File: config.mk
export PLATFORM = sky130hd
export DESIGN_NAME = bb_avg
export DESIGN_NICKNAME = d
export VERILOG_FILES = /design/src/sv/bb_pkg.sv /design/src/sv/bb_avg.sv
export SDC_FILE = /design/constraint.sdc
export NUM_CORES = 2
export LEC_CHECK = 0
export ABC_CLOCK_PERIOD_IN_PS = 10000
export BUFFER_PORTS_ARGS = -buffer_cell sky130_fd_sc_hd__buf_2
export CAP_MARGIN = 30
export CORE_MARGIN = 2
export CORE_UTILIZATION = 58
export CTS_BUF_LIST = sky130_fd_sc_hd__clkbuf_2
export DETAILED_ROUTE_END_ITERATION = 16
export PLACE_DENSITY = 0.81
export SYNTH_ARGS = -nofsm -noshare
export SYNTH_HDL_FRONTEND = slang
export SYNTH_SLANG_ARGS = --single-unit
File: constraint.sdc
create_clock -name clk_i -period 10 [get_ports clk_i]
set_clock_uncertainty 0.2 [all_clocks]
set_input_delay 0.5 -clock clk_i [delete_from_list [all_inputs] [get_ports clk_i]]
set_output_delay 0.5 -clock clk_i [all_outputs]
set_load 0.01 [all_outputs]
File: src/sv/bb_pkg.sv
// Shared types, defaults and the reciprocal table for the 3x3 box blur.
package bb_pkg;

  localparam int MaxWidthDef  = 2048;
  localparam int MaxHeightDef = 2048;
  localparam int CfgW         = 12;
  localparam int PixW         = 24;
  localparam int SumW         = 12;  // 9 * 255 fits
  localparam int NumW         = 13;  // 2*sum + count fits
  localparam int CntW         = 4;
  localparam int RcpW         = 20;
  localparam int RcpShift     = 20;

  localparam logic [CfgW-1:0] WidthRst  = 12'd2048;
  localparam logic [CfgW-1:0] HeightRst = 12'd2048;

  localparam logic RegWidth  = 1'b0;
  localparam logic RegHeight = 1'b1;

  typedef logic [PixW-1:0] pix_t;
  typedef logic [2:0][2:0][PixW-1:0] win_t;  // [row][col]: above..below, left..right

  typedef struct packed {
    logic sum_en;
    logic mul_en;
    logic row_lo;   // row above lies inside the frame
    logic row_hi;   // row below lies inside the frame
    logic col_lo;
    logic col_hi;
  } avg_ctl_t;

  // ceil(2^20 / (2*count)) for the neighbor counts that can occur
  function automatic logic [RcpW-1:0] recip(input logic [CntW-1:0] cnt);
    logic [RcpW-1:0] r;
    r = '0;
    unique case (cnt)
      4'd1:    r = 20'd524288;
      4'd2:    r = 20'd262144;
      4'd3:    r = 20'd174763;
      4'd4:    r = 20'd131072;
      4'd6:    r = 20'd87382;
      4'd9:    r = 20'd58255;
      default: r = '0;
    endcase
    return r;
  endfunction

endpackage

File: src/sv/bb_avg.sv
// Window sum, neighbor count and rounded divide by reciprocal multiply.
module bb_avg (
  input  logic             clk_i,
  input  bb_pkg::avg_ctl_t ctl_i,
  input  bb_pkg::win_t     win_i,
  output logic [7:0]       red_o,
  output logic [7:0]       green_o,
  output logic [7:0]       blue_o
);

  localparam int ProdW = bb_pkg::NumW + bb_pkg::RcpW;

  logic [2:0][bb_pkg::SumW-1:0] sum;
  logic [bb_pkg::CntW-1:0]      cnt;
  logic [1:0]                   nrow, ncol;
  logic [2:0][bb_pkg::NumW-1:0] num_q;
  logic [bb_pkg::RcpW-1:0]      rcp_q;
  logic [2:0][ProdW-1:0]        prod_q;
  logic [2:0]                   use_r, use_c;

  always_comb begin
    use_r = {ctl_i.row_hi, 1'b1, ctl_i.row_lo};
    use_c = {ctl_i.col_hi, 1'b1, ctl_i.col_lo};
    nrow  = 2'd1 + {1'b0, ctl_i.row_lo} + {1'b0, ctl_i.row_hi};
    ncol  = 2'd1 + {1'b0, ctl_i.col_lo} + {1'b0, ctl_i.col_hi};
    cnt   = {2'b00, nrow} * {2'b00, ncol};
    sum   = '0;
    for (int dr = 0; dr < 3; dr++) begin
      for (int dc = 0; dc < 3; dc++) begin
        if (use_r[dr] && use_c[dc]) begin
          for (int ch = 0; ch < 3; ch++) begin
            sum[ch] = sum[ch] +
                      bb_pkg::SumW'(win_i[dr][dc][(2-ch)*8 +: 8]);
          end
        end
      end
    end
  end

  always_ff @(posedge clk_i) begin
    if (ctl_i.sum_en) begin
      for (int ch = 0; ch < 3; ch++) begin
        num_q[ch] <= {sum[ch], 1'b0} + bb_pkg::NumW'(cnt);
      end
      rcp_q <= bb_pkg::recip(cnt);
    end
    if (ctl_i.mul_en) begin
      for (int ch = 0; ch < 3; ch++) begin
        prod_q[ch] <= ProdW'(num_q[ch]) * ProdW'(rcp_q);
      end
    end
  end

  assign red_o   = prod_q[0][bb_pkg::RcpShift +: 8];
  assign green_o = prod_q[1][bb_pkg::RcpShift +: 8];
  assign blue_o  = prod_q[2][bb_pkg::RcpShift +: 8];

endmodule

# After elaboration in Yosys (flattened, before gate mapping)
# Cells that the tools add are included.
word_totals:
  out_inout_bits: 24
  input_bits: 223
  register_bits: 143
op_classes:
  reduce_logical: 4
  muxes: 9
  n_mul: 4
  eq_ne: 6
  add_sub_neg: 31
op_table:
  columns: ["op", "count"]
  rows:
  - ["12-bit by 8-bit adder with 12-bit output", 23]
  - ["36-bit two-way mux", 6]
  - ["20-bit case mux with 6 select lines", 1]
  - ["13-bit by 20-bit multiplier with 28-bit output", 3]
  - ["13-bit by 4-bit adder with 13-bit output", 3]
  - ["33-bit two-way mux", 1]
  - ["32-bit two-way mux", 1]
  - ["8-bit by 8-bit adder with 9-bit output", 1]
  - ["4-bit by 2-bit equality test with 1-bit output (second input constant)", 2]
  - ["4-bit by 3-bit equality test with 1-bit output (second input constant)", 2]
  - ["1-bit by 1-bit adder with 2-bit output (first input constant)", 2]
  - ["2-bit by 1-bit adder with 2-bit output", 2]
  - ["4-bit by 1-bit equality test with 1-bit output (second input constant)", 1]
  - ["4-bit equality test (second input constant)", 1]
  - ["1-bit logical AND", 4]
  - ["2-bit by 2-bit multiplier with 4-bit output", 1]

# Longest topological paths before layout
logic_depth:
  ltp_word: 18
  ltp_mapped: 54
  mapped_depth_nobuf: 51

# Least setup slack after synthesis
# Ideal clock, no wire load.
synth_timing:
  path_kind: "in2reg"
  from: "input ctl_i[1] (netlist bit)"
  to: "register num_q[25] (netlist bit) (data pin)"
  t_arrival_ns: 10.076
  stages: 49
  t_required_ns: 9.540
  path_slack_ns: -0.536
  setup_ns: 0.260
  cell_sequence: "buf_2 -> buf_1 -> clkbuf_1 -> and3_1 -> ha_1 -> inv_1 -> fa_1 -> nand2b_1 -> nor2b_1 -> xnor2_1 -> nand2_1 -> inv_1 -> ha_1 -> a21oi_1 -> xnor2_1 -> a22o_1 -> ha_1 -> and2_1 -> [13 not listed] -> or4_1 -> ha_1 -> o311ai_0 -> a21oi_1 -> nor2_1 -> ha_1 -> a21boi_0 -> a21o_1 -> a21oi_1 -> ha_1 -> xnor2_1 -> a221oi_1 -> or3b_2 -> o31ai_4 -> or4b_1 -> a21bo_1 -> o221ai_2 -> xnor2_1"
synth_via:
  elab_chain_len: 18
  elab_cells_between_ends: 22
  classes_between: "add/sub: 11; mul: 1; mux: 8; reduce/logical: 2"
synth_lines:
  columns: ["element", "line_no", "text"]
  rows:
  - ["start, declared", "bb_avg.sv:4", "input bb_pkg::avg_ctl_t ctl_i,"]
  - ["1-bit logical AND", "bb_avg.sv:30", "if (use_r[dr] && use_c[dc]) begin"]
  - ["32-bit two-way mux", "bb_avg.sv:30", null]
  - ["12-bit by 8-bit adder with 12-bit output", "bb_avg.sv:32", "sum[ch] = sum[ch] +"]
  - ["33-bit two-way mux", "bb_avg.sv:30", null]
  - ["12-bit by 8-bit adder with 12-bit output", "bb_avg.sv:32", null]
  - ["36-bit two-way mux", "bb_avg.sv:30", null]
  - ["12-bit by 8-bit adder with 12-bit output", "bb_avg.sv:32", null]
  - ["36-bit two-way mux", "bb_avg.sv:30", null]
  - ["12-bit by 8-bit adder with 12-bit output (2 in series)", "bb_avg.sv:32", null]
  - ["36-bit two-way mux", "bb_avg.sv:30", null]
  - ["12-bit by 8-bit adder with 12-bit output", "bb_avg.sv:32", null]
  - ["36-bit two-way mux", "bb_avg.sv:30", null]
  - ["12-bit by 8-bit adder with 12-bit output", "bb_avg.sv:32", null]
  - ["36-bit two-way mux", "bb_avg.sv:30", null]
  - ["12-bit by 8-bit adder with 12-bit output", "bb_avg.sv:32", null]
  - ["36-bit two-way mux", "bb_avg.sv:30", null]
  - ["13-bit by 4-bit adder with 13-bit output *", "bb_avg.sv:43", "num_q[ch] <= {sum[ch], 1'b0} + bb_pkg::NumW'(cnt);"]
  - ["end signal, assigned by index", "bb_avg.sv:43", null]
  - ["end, declared", "bb_avg.sv:16", "logic [2:0][bb_pkg::NumW-1:0] num_q;"]
# Mark *: on every way between the ends. The rest lies on a longest branch, timed or not.
# A chain may end at the register's enable or synchronous reset.

# Worst setup path in the final report
# Same ends and word-level chain as after synthesis.

==> impl_results.md <==
- Status: finished clean
- Antenna viol nets, final: 0
- Std-Cell Rows: 82
- Largest family of logic cells by synthesized area: adder cells
- Post-Synth XOR/XNOR Area: 6.606%
- Setup CP Type: in2reg
- CTS Sinks: 69
- Slew @ Worst Pin: 0.9103 ns
- Most common cell type on the critical path: ha_1
- DRT Pass-1 Iters: 7
- Warnings, synthesis: 0
- Final Core Density: 64.41%
- Most instantiated library cell after synthesis: inv_1
- Main area contributors after synthesis: fa_1 32%, ha_1 16%, inv_1 8.2%
- PortBufs: 246
- Clock transition at path regs: 0.27 ns
- WP data required: 10.22 ns
- Compound-gate portion of the synthesized area: 13.40%
- Syn nets: 4,393
- Max-cap viol count: 0
- Max Fclk: 105.5 MHz
- Setup TNS: 0 ns
- Seq/Total Area, Yosys: 6.999%
- Max FO, Critical Path: 4
- Remaining global-route overflow: 0
- Critical Path Source Type: input pin
- Simple-Gate Fraction of Synth Area: 14.17%
- Layout Area Growth over Synthesis: 9.383%
- Total Wirelength: 76,230 um
- Met3 WL: 5246 um
- Number of flops mapped to enable cells by yosys: 69
- Initial DRC Count: 1,353
- Post-CTS setup buffers: 0
- RSZ-0062 raised after global routing: false
- Clk root buf: clkbuf_2
- List of most frequent post-synthesis cells: 648 x inv_1, 477 x fa_1, 368 x ha_1, 213 x and2_1, 193 x nand2_1
- Hold Violations, Final: 0
- Avg Cell Area, Syn: 8.904 um2
- First-pass GRT wire length: 125,000 um
- Total CTS buffers: 9
- Initial antenna violation count: 37
- Vias per cell: 5.512
- CP endpoint kind: flop
- Highest routed layer: met5
- CTS max path bufs: 2
- Initial Util: 58.89%
- Synth area leader: fa_1
- TritonCTS clock tree: done
- Largest stage delay on the critical path: 0.46 ns
- Largest net degree at the start of global routing: 60
- Final Wtd Congestion: 0.9718
- Met2 wire length: 37,500 um
- Number of fillers in the final layout: 4,266
- Hold WC Path Type: in2reg
- Total number of vias: 23,730
- Clock Latency Late Sink: 0.65 ns
- Drt drc: 0
- I/O pin cnt: 247
- Htree depth: 3
- Worst hold margin: 0.2115 ns
- Multiplexer area fraction after synthesis: 1.686%
- Area share of fa/ha/maj cells after synthesis: 47.95%
- Core Area: 50,270 um2
- Final nets: 4,675
- Layout cells sized above 1: 11.63%
- Drt wl/cell: 17.71 um
- Die width: 229.9 um
- Syn Inst Count: 3,325
- Crit path max-delay cell type: or4b_1
- Setup violators final: 0
- Slew headroom: 39.31%
- Die H: 229.9 um
- Dpl hpwl: 66,820 um
- Vias in the first global route: 24,850
- Yosys top cell area share: 32.26%
- Tmin final: 9.480 ns
- Die area: 52,870 um2
- DRT met1 WL: 30,130 um
- Yosys cell types: 91
- Synthesized cell area: 29,600 um2
- Fin. max-slew vios: 0
- Yosys reg bits: 69
- Post-synthesis async set-or-reset flop share: 0%
- Most used flip-flop cell after synthesis: edfxtp_1
- All-Layer GR Usage: 29.88%
- Post-route clock period utilization: 94.80%
- Worst EP arrival: 9.70 ns
-- path summary, 6_finish.rpt --
path              from         to  slack [ns]  cells past startpoint
max           ctl_i[1]  num_q[25]        0.52                     49
min           ctl_i[4]   red_o[6]        0.21                      1
max reg2reg  rcp_q[16]  blue_o[7]        2.45                     21
min reg2reg   num_q[9]   red_o[7]        0.94                      4
-- sequential cells by signal, indices dropped and copies added (netlist names) --
name,cells
rcp_q,8
num_q,37
green_o,8
blue_o,8
red_o,8
-- cells by family (layout without fill, tap and decap cells) --
family,Yosys count,after routing
xor+xnor,215,215
mux,44,44
simple gates,819,819
buf+inv,719,1005
other cells,0,21
fa+ha+maj,849,849
compound gates,610,610
flops,69,69
-- through the flow --
step           cell area, um2  worst slack, ns  instances
2_1_floorplan           29640         0.006660       3325
3_3_place_gp            32140          0.03377       4266
3_5_place_dp            32160          -0.1987       4267
4_1_cts                 32280           0.5437       4283
5_1_grt                 32370        0.0005596       4299
6_report                32380           0.5198       4304
-- final cells by class --
class,instances,area [um2],share of cell area [%]
inverters,650,2440,7.534
clock buffers,9,45.04,0.1391
diodes,21,52.55,0.1623
multi-input cells,2537,24890,76.86
clock inverters,6,65.06,0.2009
repair buffers,340,1977,6.105
well taps,672,840.8,2.596
flip-flops and latches,69,2072,6.399
-- cell usage in the layout (no fill, tap or decap), types with 27 or more instances in the layout --
master    instances
a21o_1           73
a21oi_1         181
and2_1          213
and3_1           37
buf_2           246
buf_4            90
edfxtp_1         69
fa_1            477
ha_1            366
inv_1           648
nand2_1         193
nand2b_1         27
nand3_1          31
nor2_1          176
nor2b_1          41
nor3_1           30
o21a_1           43
o21ai_0         123
xnor2_1         140
xor2_1           68
-- worst max-delay path, delay by kind of cell --
family / cells / cell delay [ns]
mux: 3 / 0.80
compound gates: 20 / 2.71
fa+ha+maj: 9 / 2.81
buf+inv: 4 / 0.43
xor+xnor: 3 / 0.36
simple gates: 10 / 2.07
-- timing repair --
item                       CTS  global route
hold buffers                 1             0
setup endpoints to repair    0             4
hold endpoints to repair     7             0
gates resized for setup      0            14
-- layer usage --
metal / GRT usage (%) / vias to the layer above
met4: 11.96 / 36
li1: - / 11430
met3: 6.151 / 200
met5: 0 / -
met2: 52.47 / 782
met1: 35.77 / 11280
Power is not shown: default switching activity piles up to over one toggle a cycle in this logic, so the estimate is an artifact.
